$ cat src/hw/rtl/pwm_encoder_median_decoder_core_macros.svh
// Assertion macros shared by the decoder RTL.
// Depends on nothing; define ASSERT_OFF to drop all checks.
`ifndef PWM_ENCODER_MEDIAN_DECODER_CORE_MACROS_SVH
`define PWM_ENCODER_MEDIAN_DECODER_CORE_MACROS_SVH
`ifndef ASSERT_OFF
`define ASSERT_IMPL(label, clk, rst_n, prop) \
  label: assert property (@(posedge clk) disable iff (!rst_n) (prop)) \
    else $error("assertion failed");
`define ASSERT_NEVER(label, clk, rst_n, prop) \
  label: assert property (@(posedge clk) disable iff (!rst_n) !(prop)) \
    else $error("forbidden condition");
`else
`define ASSERT_IMPL(label, clk, rst_n, prop)
`define ASSERT_NEVER(label, clk, rst_n, prop)
`endif
`endif

$ cat src/hw/rtl/pemd_pkg.sv
// Shared types and constants for the PWM encoder median decoder.
// Depends on nothing.
`timescale 1ns / 1ps
`default_nettype none
package pemd_pkg;
  localparam int unsigned WindowDepth = 5;
  localparam int unsigned SlotW = $clog2(WindowDepth + 1);
  localparam int unsigned WidthW = 16;
  localparam int unsigned PeriodW = 17;
  localparam int unsigned PosW = 12;
  localparam int unsigned ScaleNum = 4098;
  localparam int unsigned QueueDepth = 2;

  localparam logic [1:0] RegEnable = 2'd0;
  localparam logic [1:0] RegMaxWidth = 2'd1;
  localparam logic [1:0] RegMaxPeriod = 2'd2;

  // Snapshot of both windows handed from front to back
  typedef struct packed {
    logic [WindowDepth-1:0][WidthW-1:0] high;
    logic [WindowDepth-1:0][WidthW-1:0] low;
  } window_t;
endpackage
`default_nettype wire

$ cat src/hw/rtl/pwm_encoder_median_decoder_core.sv
// PWM encoder decoder top level. A queued falling edge passes to its result
// through the queue handoff, a median scan of each window slot, a multiply,
// the bit-serial divide steps and a finish step. The back end takes no new
// snapshot until the last result is popped; edges are taken each cycle while the 2-entry
// snapshot queue has room. Reset (rst_ni low, async) clears edge state,
// windows, queue and registers to enable 0, max_width 4097, max_period 4098.
`timescale 1ns / 1ps
`default_nettype none
module pwm_encoder_median_decoder_core (
  input  wire logic        clk_i,
  input  wire logic        rst_ni,
  input  wire logic        cfg_we_i,
  input  wire logic [1:0]  cfg_index_i,
  input  wire logic [16:0] cfg_data_i,
  input  wire logic        push,
  output logic             full,
  input  wire logic        edge_level_i,
  input  wire logic [31:0] edge_time_i,
  output logic             empty,
  input  wire logic        pop,
  output logic [11:0]      position_o,
  output logic [15:0]      median_high_o,
  output logic [15:0]      median_low_o
);
  logic enable_q;
  logic [15:0] max_width_q;
  logic [16:0] max_period_q;
  logic snap_valid, snap_ready;
  pemd_pkg::window_t snap;

  // Hold configuration registers
  always_ff @(posedge clk_i or negedge rst_ni) begin
    if (!rst_ni) begin
      enable_q <= 1'b0;
      max_width_q <= 16'd4097;
      max_period_q <= 17'd4098;
    end else if (cfg_we_i) begin
      unique case (cfg_index_i)
        pemd_pkg::RegEnable:    enable_q <= cfg_data_i[0];
        pemd_pkg::RegMaxWidth:  max_width_q <= cfg_data_i[15:0];
        pemd_pkg::RegMaxPeriod: max_period_q <= cfg_data_i;
        default: ;
      endcase
    end
  end

  pemd_front u_front (
    .clk_i, .rst_ni,
    .enable_i(enable_q), .max_width_i(max_width_q), .max_period_i(max_period_q),
    .push_i(push), .full_o(full), .edge_level_i, .edge_time_i,
    .snap_valid_o(snap_valid), .snap_ready_i(snap_ready), .snap_o(snap)
  );

  pemd_back u_back (
    .clk_i, .rst_ni,
    .snap_valid_i(snap_valid), .snap_ready_o(snap_ready), .snap_i(snap),
    .empty_o(empty), .pop_i(pop),
    .position_o, .median_high_o, .median_low_o
  );
endmodule
`default_nettype wire

$ cat src/hw/rtl/pemd_front.sv
// Front end: measures pulse widths, updates ring buffers, queues window snapshots.
// Depends on pemd_pkg and the core macros header.
`timescale 1ns / 1ps
`default_nettype none
`include "pwm_encoder_median_decoder_core_macros.svh"
module pemd_front (
  input  wire logic                            clk_i,
  input  wire logic                            rst_ni,
  input  wire logic                            enable_i,
  input  wire logic [pemd_pkg::WidthW-1:0]     max_width_i,
  input  wire logic [pemd_pkg::PeriodW-1:0]    max_period_i,
  input  wire logic                            push_i,
  output logic                                 full_o,
  input  wire logic                            edge_level_i,
  input  wire logic [31:0]                     edge_time_i,
  output logic                                 snap_valid_o,
  input  wire logic                            snap_ready_i,
  output pemd_pkg::window_t                    snap_o
);
  localparam int unsigned D = pemd_pkg::WindowDepth;
  localparam int unsigned QAW = $clog2(pemd_pkg::QueueDepth);

  logic [31:0] rise_time_q, fall_time_q;
  logic rise_seen_q, fall_seen_q;
  logic [D-1:0][pemd_pkg::WidthW-1:0] high_q, low_q;
  logic [pemd_pkg::SlotW-1:0] slot_q;

  pemd_pkg::window_t queue_q [pemd_pkg::QueueDepth];
  logic [QAW-1:0] wr_ptr_q, rd_ptr_q;
  logic [QAW:0] count_q;

  logic [pemd_pkg::SlotW-1:0] slot;
  logic [31:0] w;
  logic w_ok;
  logic [D-1:0][pemd_pkg::WidthW-1:0] high_n;
  logic [pemd_pkg::PeriodW-1:0] period;
  logic accept, enq, deq;

  assign full_o = (count_q == (QAW+1)'(pemd_pkg::QueueDepth));
  assign accept = push_i && !full_o;
  assign slot = (slot_q < pemd_pkg::SlotW'(D)) ? slot_q : '0;
  assign w = edge_level_i ? (edge_time_i - fall_time_q) : (edge_time_i - rise_time_q);
  assign w_ok = (w != 32'd0) && (w <= {16'd0, max_width_i});

  // Compute the high window after a falling edge and its period check
  always_comb begin
    high_n = high_q;
    if (rise_seen_q && w_ok) high_n[slot] = w[pemd_pkg::WidthW-1:0];
    period = {1'b0, high_n[slot]} + {1'b0, low_q[slot]};
  end

  assign enq = accept && enable_i && !edge_level_i && (!rise_seen_q || w_ok)
               && (period != '0) && (period <= max_period_i);
  assign deq = snap_valid_o && snap_ready_i;

  // Update edge state and ring buffers
  always_ff @(posedge clk_i or negedge rst_ni) begin
    if (!rst_ni) begin
      rise_time_q <= '0;
      fall_time_q <= '0;
      rise_seen_q <= 1'b0;
      fall_seen_q <= 1'b0;
      high_q <= '0;
      low_q <= '0;
      slot_q <= '0;
    end else if (accept && enable_i) begin
      if (edge_level_i) begin
        rise_time_q <= edge_time_i;
        rise_seen_q <= 1'b1;
        if (fall_seen_q && w_ok) low_q[slot] <= w[pemd_pkg::WidthW-1:0];
      end else begin
        fall_time_q <= edge_time_i;
        fall_seen_q <= 1'b1;
        high_q <= high_n;
        if (enq) slot_q <= (slot == pemd_pkg::SlotW'(D-1)) ? '0 : slot + 1'b1;
      end
    end
  end

  // Snapshot queue storage
  always_ff @(posedge clk_i) begin
    if (enq) queue_q[wr_ptr_q] <= '{high: high_n, low: low_q};
  end

  // Advance queue pointers
  always_ff @(posedge clk_i or negedge rst_ni) begin
    if (!rst_ni) begin
      wr_ptr_q <= '0;
      rd_ptr_q <= '0;
      count_q <= '0;
    end else begin
      if (enq) wr_ptr_q <= wr_ptr_q + 1'b1;
      if (deq) rd_ptr_q <= rd_ptr_q + 1'b1;
      count_q <= count_q + (QAW+1)'(enq) - (QAW+1)'(deq);
    end
  end

  assign snap_valid_o = (count_q != '0);
  assign snap_o = queue_q[rd_ptr_q];

  `ASSERT_NEVER(a_no_overflow, clk_i, rst_ni, enq && full_o)
  `ASSERT_IMPL(a_slot_range, clk_i, rst_ni, slot_q < pemd_pkg::SlotW'(D))
  `ASSERT_IMPL(a_count_range, clk_i, rst_ni,
               count_q <= (QAW+1)'(pemd_pkg::QueueDepth))
endmodule
`default_nettype wire

$ cat src/hw/rtl/pemd_back.sv
// Back end: sequential median selection, restoring division, result register.
// Depends on pemd_pkg and the core macros header.
`timescale 1ns / 1ps
`default_nettype none
`include "pwm_encoder_median_decoder_core_macros.svh"
module pemd_back (
  input  wire logic                         clk_i,
  input  wire logic                         rst_ni,
  input  wire logic                         snap_valid_i,
  output logic                              snap_ready_o,
  input  pemd_pkg::window_t                 snap_i,
  output logic                              empty_o,
  input  wire logic                         pop_i,
  output logic [pemd_pkg::PosW-1:0]         position_o,
  output logic [pemd_pkg::WidthW-1:0]       median_high_o,
  output logic [pemd_pkg::WidthW-1:0]       median_low_o
);
  localparam int unsigned D = pemd_pkg::WindowDepth;
  localparam int unsigned IW = $clog2(D + 1);
  localparam int unsigned NumW = 29;   // 16-bit median times 4098
  localparam int unsigned DivCW = $clog2(NumW + 1);

  typedef enum logic [2:0] {
    StIdle, StMedian, StMul, StDiv, StFinish, StHold
  } state_e;

  state_e state_q;
  pemd_pkg::window_t win_q;
  logic [IW-1:0] cand_q;
  logic [pemd_pkg::WidthW-1:0] mh_q, ml_q;
  logic [NumW-1:0] num_q, quo_q;
  logic [pemd_pkg::PeriodW:0] rem_q;
  logic [pemd_pkg::PeriodW-1:0] sum_q;
  logic [DivCW-1:0] bit_q;
  logic [pemd_pkg::PosW-1:0] pos_q;
  logic mh_done_q, ml_done_q;

  // Median test of one candidate: count elements below and at-or-below
  logic [IW-1:0] hl, hle, ll, lle;
  logic h_is_med, l_is_med;
  always_comb begin
    hl = '0; hle = '0; ll = '0; lle = '0;
    for (int k = 0; k < D; k++) begin
      hl  = hl  + IW'(win_q.high[k] <  win_q.high[cand_q]);
      hle = hle + IW'(win_q.high[k] <= win_q.high[cand_q]);
      ll  = ll  + IW'(win_q.low[k]  <  win_q.low[cand_q]);
      lle = lle + IW'(win_q.low[k]  <= win_q.low[cand_q]);
    end
    h_is_med = (hl <= IW'(D/2)) && (hle > IW'(D/2));
    l_is_med = (ll <= IW'(D/2)) && (lle > IW'(D/2));
  end

  logic [pemd_pkg::PeriodW:0] rem_sh;
  assign rem_sh = {rem_q[pemd_pkg::PeriodW-1:0], num_q[NumW-1]};

  assign snap_ready_o = (state_q == StIdle);
  assign empty_o = (state_q != StHold);
  assign position_o = pos_q;
  assign median_high_o = mh_q;
  assign median_low_o = ml_q;

  // Sequence one snapshot through median, multiply, divide
  always_ff @(posedge clk_i or negedge rst_ni) begin
    if (!rst_ni) begin
      state_q <= StIdle;
      win_q <= '0;
      cand_q <= '0;
      mh_q <= '0;
      ml_q <= '0;
      num_q <= '0;
      quo_q <= '0;
      rem_q <= '0;
      sum_q <= '0;
      bit_q <= '0;
      pos_q <= '0;
      mh_done_q <= 1'b0;
      ml_done_q <= 1'b0;
    end else begin
      unique case (state_q)
        StIdle: if (snap_valid_i) begin
          win_q <= snap_i;
          cand_q <= '0;
          mh_done_q <= 1'b0;
          ml_done_q <= 1'b0;
          state_q <= StMedian;
        end
        StMedian: begin
          if (!mh_done_q && h_is_med) begin
            mh_q <= win_q.high[cand_q];
            mh_done_q <= 1'b1;
          end
          if (!ml_done_q && l_is_med) begin
            ml_q <= win_q.low[cand_q];
            ml_done_q <= 1'b1;
          end
          if (cand_q == IW'(D-1)) state_q <= StMul;
          else cand_q <= cand_q + 1'b1;
        end
        StMul: begin
          num_q <= NumW'(mh_q) * NumW'(pemd_pkg::ScaleNum);
          sum_q <= {1'b0, mh_q} + {1'b0, ml_q};
          rem_q <= '0;
          bit_q <= DivCW'(NumW);
          state_q <= ({1'b0, mh_q} + {1'b0, ml_q} == '0) ? StIdle : StDiv;
        end
        StDiv: begin
          if (rem_sh >= {1'b0, sum_q}) begin
            rem_q <= rem_sh - {1'b0, sum_q};
            quo_q <= {quo_q[NumW-2:0], 1'b1};
          end else begin
            rem_q <= rem_sh;
            quo_q <= {quo_q[NumW-2:0], 1'b0};
          end
          num_q <= {num_q[NumW-2:0], 1'b0};
          bit_q <= bit_q - 1'b1;
          if (bit_q == DivCW'(1)) state_q <= StFinish;
        end
        StFinish: begin
          // quotient q gives position q-1, clamped to 0..4095; above 4097 drops the result
          if (quo_q > NumW'(4097)) state_q <= StIdle;
          else begin
            if (quo_q == '0) pos_q <= '0;
            else if (quo_q >= NumW'(4096)) pos_q <= '1;
            else pos_q <= pemd_pkg::PosW'(quo_q - 1'b1);
            state_q <= StHold;
          end
        end
        StHold: if (pop_i) state_q <= StIdle;
        default: state_q <= StIdle;
      endcase
    end
  end

  `ASSERT_IMPL(a_hold_stable, clk_i, rst_ni,
               (state_q == StHold && !pop_i) |=> $stable(position_o))
  `ASSERT_IMPL(a_div_nonzero, clk_i, rst_ni, (state_q == StDiv) |-> (sum_q != '0))
  `ASSERT_IMPL(a_medians_found, clk_i, rst_ni,
               (state_q == StMul) |-> (mh_done_q && ml_done_q))
endmodule
`default_nettype wire
$ cat config.mk
export PLATFORM = sky130hd
export DESIGN_NAME = pwm_encoder_median_decoder_core
export DESIGN_NICKNAME = d
export VERILOG_FILES = /design/src/hw/rtl/pemd_pkg.sv /design/src/hw/rtl/pwm_encoder_median_decoder_core.sv /design/src/hw/rtl/pemd_front.sv /design/src/hw/rtl/pemd_back.sv
export VERILOG_INCLUDE_DIRS = /design/src /design/src/hw/rtl
export SDC_FILE = /design/constraint.sdc
export NUM_CORES = 2
export LEC_CHECK = 0
export BUFFER_PORTS_ARGS = -buffer_cell sky130_fd_sc_hd__buf_2
export CORE_MARGIN = 2
export CORE_UTILIZATION = 68
export CTS_CLUSTER_DIAMETER = 50
export DETAILED_ROUTE_END_ITERATION = 10
export GPL_TIMING_DRIVEN = 1
export PLACE_DENSITY = 0.83
export SETUP_SLACK_MARGIN = 0.2
export SLEW_MARGIN = 20
export SYNTH_ARGS = -nofsm -noshare
export SYNTH_HDL_FRONTEND = slang
export SYNTH_SLANG_ARGS = --single-unit
$ cat constraint.sdc
create_clock -name clk_i -period 47.3 [get_ports clk_i]
set_clock_uncertainty 0.05 [all_clocks]
set_input_delay 7.095 -clock clk_i [delete_from_list [all_inputs] [get_ports clk_i]]
set_output_delay 7.095 -clock clk_i [all_outputs]
set_load 0.02 [all_outputs]
### Yosys cells after proc, flatten, opt, wreduce, memory -nomap -nowiden

Memories as Yosys holds them, arrays and structs flattened. A register that Yosys moved wholly into a read port is not among the register bits.
Index checks and enable logic that the tools add are counted.

| word-level totals | value |
|---|---|
| bits in registers | 416 |
| bits in writable memories | 320 |
| input port bits | 57 |
| memories kept | 1 |

Memories:

| name | words | width | read ports | clocked after memory_dff | wr ports | RTL line | text |
|---|---|---|---|---|---|---|---|
| u_front.queue_q | 2 | 160 | 1 | 1 | 1 | pemd_front.sv:28 | `pemd_pkg::window_t queue_q [pemd_pkg::QueueDepth];` |

| cells by class | value |
|---|---|
| add/sub/neg operators | 29 |
| multipliers | 1 |
| order comparisons | 33 |
| equal/unequal tests | 19 |
| mux-type cells | 40 |
| bitwise logic cells | 2 |
| reduce and logical (&&, ||, !) cells | 46 |

Operator list:

| operator | count |
|---|---|
| $bmux W16 S3 | 4 |
| $bwmux W80 | 2 |
| $le A16 B16 Y1 | 10 |
| $lt A16 B16 Y1 | 10 |
| $mux W16 | 5 |
| $mux W80 | 1 |
| $sub A32 B32 Y32 | 2 |
| $pmux W29 S2 | 1 |
| $demux W16 S3 | 1 |
| $add A3 B1 Y3 | 12 |
| $add A16 B16 Y17 | 2 |
| $pmux W17 S2 | 1 |
| $le A32 B16 Y1 | 1 |
| $mux W32 | 1 |
| $reduce_bool A32 Y1 | 1 |
| $ge A29 B13 Y1 const B | 1 |
| $gt A29 B13 Y1 const B | 1 |
| $logic_not A29 Y1 | 1 |
| $mul A16 B12 Y28 const B | 1 |
| $mux W3 | 9 |
| $mux W12 | 2 |
| $ge A18 B17 Y1 | 1 |
| $pmux W3 S6 | 1 |
| $reduce_and A2 Y1 | 9 |
| other kinds (40) | 90 |

### Depth between registers and ports, before layout

| logic depth | value |
|---|---|
| depth in word-level cells | 16 |
| depth in mapped cells | 48 |
| mapped depth without buffers | 43 |

### Hierarchy

From an unflattened synthesis, not the netlist that was laid out.

| unflattened totals | value |
|---|---|
| cell total of the unflattened synthesis | 4,116 |
| area, all modules | 47,921.0 µm² |

Modules (own cells, without submodules):

| module | times used | cells an instance | area an instance (µm²) | seq. area each (µm²) |
|---|---|---|---|---|
| pemd_front | 1 | 1,975 | 27,352.5 | 15,439.8 |
| pemd_back | 1 | 2,068 | 19,222.2 | 7,707.4 |
| pwm_encoder_median_decoder_core | 1 | 73 | 1,346.3 | 855.8 |

### Worst setup path after synthesis

Ideal clock, no wire load.

| timing path | value |
|---|---|
| path kind | input to register |
| start | in edge_level_i |
| end | mem u_front.queue_q[0][0] in the netlist's numbering, enable pin |
| setup time | 0.682 ns |
| arrival | 22.569 ns |
| path slack | 23.999 ns |
| stages | 41 |
| cell sequence | clkbuf_1 -> clkbuf_1 -> mux2i_1 -> ha_1 -> a21o_1 -> a211o_1 -> o22ai_2 -> a21oi_1 -> nor2_1 -> xor2_1 -> inv_1 -> ha_1 -> nand4_1 -> nor2_1 -> a211o_1 -> o21ai_0 -> nand4b_1 -> a2111oi_0 -> (+5 left out) -> o21a_1 -> ha_1 -> fa_1 -> a21o_1 -> a21oi_1 -> o21ai_1 -> a221o_1 -> a21o_1 -> a21oi_1 -> nor2_1 -> a211oi_1 -> o21ai_0 -> ha_1 -> nand4_1 -> or4_1 -> a211oi_1 -> nand2_1 -> nor2_1 |

| between the ends | value |
|---|---|
| word-level cells in the longest chain between the ends | 13 |
| elaborated cells between the ends (all ways) | 20 |

RTL lines:

| item | RTL line | text |
|---|---|---|
| start, declared | pwm_encoder_median_decoder_core.sv:17 | `input wire logic edge_level_i,` |
| $mux W32 (*) | pemd_front.sv:42 | `assign w = edge_level_i ? (edge_time_i - fall_time_q) : (edge_time_i - rise_time_q);` |
| named net u_front.w[15] | pemd_front.sv:33 | `logic [31:0] w;` |
| branches (longest 9 deep; another with $le A32 B16 Y1) | -- |  |
| $logic_and A1 B1 Y1 (*) | pemd_front.sv:53 | `&& (period != '0) && (period <= max_period_i);` |
| $mux W1 (*) | pemd_front.sv:82 | `if (enq) queue_q[wr_ptr_q] <= '{high: high_n, low: low_q};` |
| $mux W1 (not written as such) (*) | pemd_front.sv:82 |  |
| end, declared | pemd_front.sv:28 |  |

Mark *: on every way through the listed nets, which the timed path passes. The select of a mux whose other input is x is not followed.

### Worst setup path in the final report

| timing path | value |
|---|---|
| start | in edge_level_i |
| end | mem u_front.queue_q[0][32] in the netlist's numbering, enable pin |

Same word-level chain as after synthesis.

==> results.md <==
* Status: completed
* Drt drc at 0
* Io pins at 103
* Top_reg_cell synth: dfrtp_1
* Setup WS pre-CTS at 27.82 ns
* Hold buffer count at cts at 0
* Cell Rows at 95
* Top cells by area, synth: dfrtp_1 31%, edfxtp_1 21%, ha_1 8.3%, mux2i_1 5.3%, mux2_2 3.9%
* Gate power share at 52.2%
* DR vias at 33688
* Antenna Cells at 0
* Switching share of power at 43.5%
* Area of the core at 67200 um^2
* Avg Cell Area, Syn at 11.1 um^2
* Power Internal at 2.24 mW
* Initial antenna violation count at 0
* WS Path Type: in -> reg
* Worst Path Max Fanout at 160
* Tot GR Track Use at 35.0%
* Post-CTS setup buffers at 0
* Via density per instance at 6.53
* Post-Route WL at 121000 um
* Die Y at 264 um
* Worst Hold Class: reg -> reg
* Synth-to-Final Area Change at 9.59%
* Register bit count reported by yosys at 895
* Power share of the clock group at 19.0%
* Slew Limit Headroom at 24.0%
* Setup crit end kind: register
* CTS tree: yes
* Unique masters post-synth at 85
* YS warnings at 0
* Share of layout cells above drive strength 1 at 12.8%
* Final ANT Viol Nets at 0
* Initial core utilization at 68.6%
* Area leader, netlist: dfrtp_1
* Peak VDD IR at 73.3 uV
* Tot Pwr at 3.96 mW
* Gpl congestion at 1.00
* Clock Tree Root: clkbuf_16
* Final design utilization at 75.2%
* Die area at 69800 um^2
* First-pass GRT wire length at 189000 um
* CP Data Required Time at 47.51 ns
* Crit path buf inv count at 3
* Filler Cells Inserted at 4374
* Worst skew pair latency at 0.65 ns
* F_max at 0.0526 GHz
* Post-synth top area share at 31.0%
* Final hold slack at 0.395 ns
* Fin worst setup slack at 28.28 ns
* Max stage delay on crit path at 0.82 ns
* Vias in the first global route at 32828
* Mapped cell area at 46100 um^2
* Largest net degree at the start of global routing at 212
* Post-Syn Instances at 4168
* Register area share after synthesis at 52.1%
* Die width at 264 um
* Num CTS Buffers at 98
* CTS H-tree depth at 3
* Most frequent cells in the layout: 567 x dfrtp_1, 432 x nand2_1, 341 x a21oi_1
* GRT Residual Overflow at 0
* Starting DRT DRC Count at 4026
* CP max stage cell: xor2_2
* Post-CTS resize count at 0
* Layout Nets at 4580
* Final Hold Vio Count at 0
* Setup-failing EPs final at 0
* Clock Path Buffers at 3
* Clock Sinks at 895
* RSZ-0062 raised after global routing: no
* Tmin final at 19.02 ns
* Fraction of registers with async set or reset after synthesis at 64.2%
* Pins Over Slew Limit at 0
* WP data arrival at 19.24 ns
* Pleak at 22.4 nW
* DP HPWL at 83200 um
* CP Launch Type: primary input
* Clock-pin slew on the worst setup and hold paths at 0.06 ns
* Most common cell after layout, fill and taps aside: dfrtp_1
* Port Buffers at 102
* WL/cell at 23.5 um
* Syn nets at 4545
* DR pass1 iterations at 6
* Post-synth EDFFs at 320
* Slew @ Worst Pin at 1.14 ns
* Pwr dens at 78.4 nW/um^2
* Setup_tns at 0 ns
* Crit-path most repeated cell: ha_1
* Delay-heaviest family, CP: compound AO/OA/AOI/OAI gates
* Max Cap Viol at 0
* Psw at 1.72 mW
* Final period util at 40.2%
* Flop pwr share at 28.8%
==> flip-flops by register name, indices dropped and copies added, names as in the netlist, 17 cells and up <==
register             flops
u_front.queue_q        320
u_back.quo_q            29
u_back.win_q           160
u_front.low_q           80
u_back.num_q            28
u_front.fall_time_q     32
u_back.sum_q            17
max_period_q            17
u_front.high_q          80
u_front.rise_time_q     32
u_back.rem_q            17
==> final timing paths <==
kind                                              from  depth (start not counted)                      end  slack [ns]
worst max-delay path                      edge_level_i                         40   u_front.queue_q[0][32]       28.28
worst max register to register  u_front.fall_time_q[6]                         39   u_front.queue_q[0][32]       35.26
worst min register to register     u_front.fall_seen_q                          2      u_front.fall_seen_q        0.39
worst min-delay path               u_front.fall_seen_q                          2      u_front.fall_seen_q        0.39
max in group asynchronous                       rst_ni                          3  u_front.rise_time_q[25]       38.49
min in group asynchronous                       rst_ni                          1         u_back.num_q[19]        6.43
==> cells by family (layout without fill, tap and decap cells) <==
family	after synthesis	after routing	synth area share, %
flip-flops	895	895	52.1
XOR/XNOR	69	69	1.31
multiplexers	437	437	10.9
AO/OA/AOI/OAI	1056	1056	13.7
buffers and inverters	348	467	3.07
AND/OR/NAND/NOR	1043	1043	10.1
adder cells (fa/ha/maj)	320	320	8.90
==> cells in the mapped netlist (9+ instances only) <==
cell / number
buf_2: 19
o211ai_1: 11
nor2_1: 313
a22oi_1: 44
fa_1: 13
o21ai_1: 60
nor4_1: 18
a211oi_1: 23
and3_1: 11
dfrtp_1: 571
inv_1: 124
xnor2_1: 45
nand4_1: 47
edfxtp_1: 320
mux4_2: 33
a221oi_1: 12
buf_6: 10
nand2_1: 432
nand2b_1: 27
o21a_1: 60
ha_1: 307
a21oi_1: 342
a21boi_0: 10
nor3_1: 51
a21o_1: 71
a22o_1: 13
o22ai_1: 19
o21ai_0: 296
a222oi_1: 10
nand3_1: 31
a31oi_1: 11
o21bai_1: 9
xor2_1: 24
or3_1: 19
buf_1: 23
nand3b_1: 10
mux2i_1: 242
mux2_2: 158
nor2b_1: 41
clkbuf_1: 167
==> area by class of cell <==
class / count / area, um^2 / share of cell area [%]
well taps: 873 / 1090 / 2.16
inverters: 127 / 477 / 0.944
flip-flops and latches: 895 / 24000 / 47.6
multi-input cells: 2925 / 20700 / 41.0
clock buffers: 128 / 2640 / 5.22
clock inverters: 56 / 552 / 1.09
repair buffers: 156 / 1010 / 2.00
==> stage by stage <==
stage,instance area [um^2],cells
2_1_floorplan,46100,4168
3_3_place_gp,47300,4975
3_5_place_dp,47300,4975
4_1_cts,50500,5159
5_1_grt,50500,5160
6_report,50500,5160
==> power groups by stage <==
stage / Clock [mW] / Combinational (mW) / Sequential, mW
detailed placement: 0 / 2.01 / 1.14
CTS: 0.757 / 2.04 / 1.13
global route: 0.788 / 2.32 / 1.15
finish: 0.751 / 2.07 / 1.14
global placement: 0 / 1.94 / 1.14
floorplan: 0 / 1.51 / 1.07
==> metal layers <==
metal,routed length [um],track usage (%),part of all wire [%]
met1,49200,48.4,41
met2,57000,55.6,47
met3,10100,6.27,8.3
met4,4980,13.7,4.1
met5,0,0,0
==> worst reg2reg max path: cells and delay by family (launching register included) <==
kind            cells  cell delay (ns)
compound gates     18             4.92
xor+xnor            1             0.82
fa+ha+maj           5             1.60
buf+inv             2             0.74
flops               1             0.39
mux                 1             0.15
simple gates       12             2.81
Note: power is estimated with default switching activity, not from simulation.
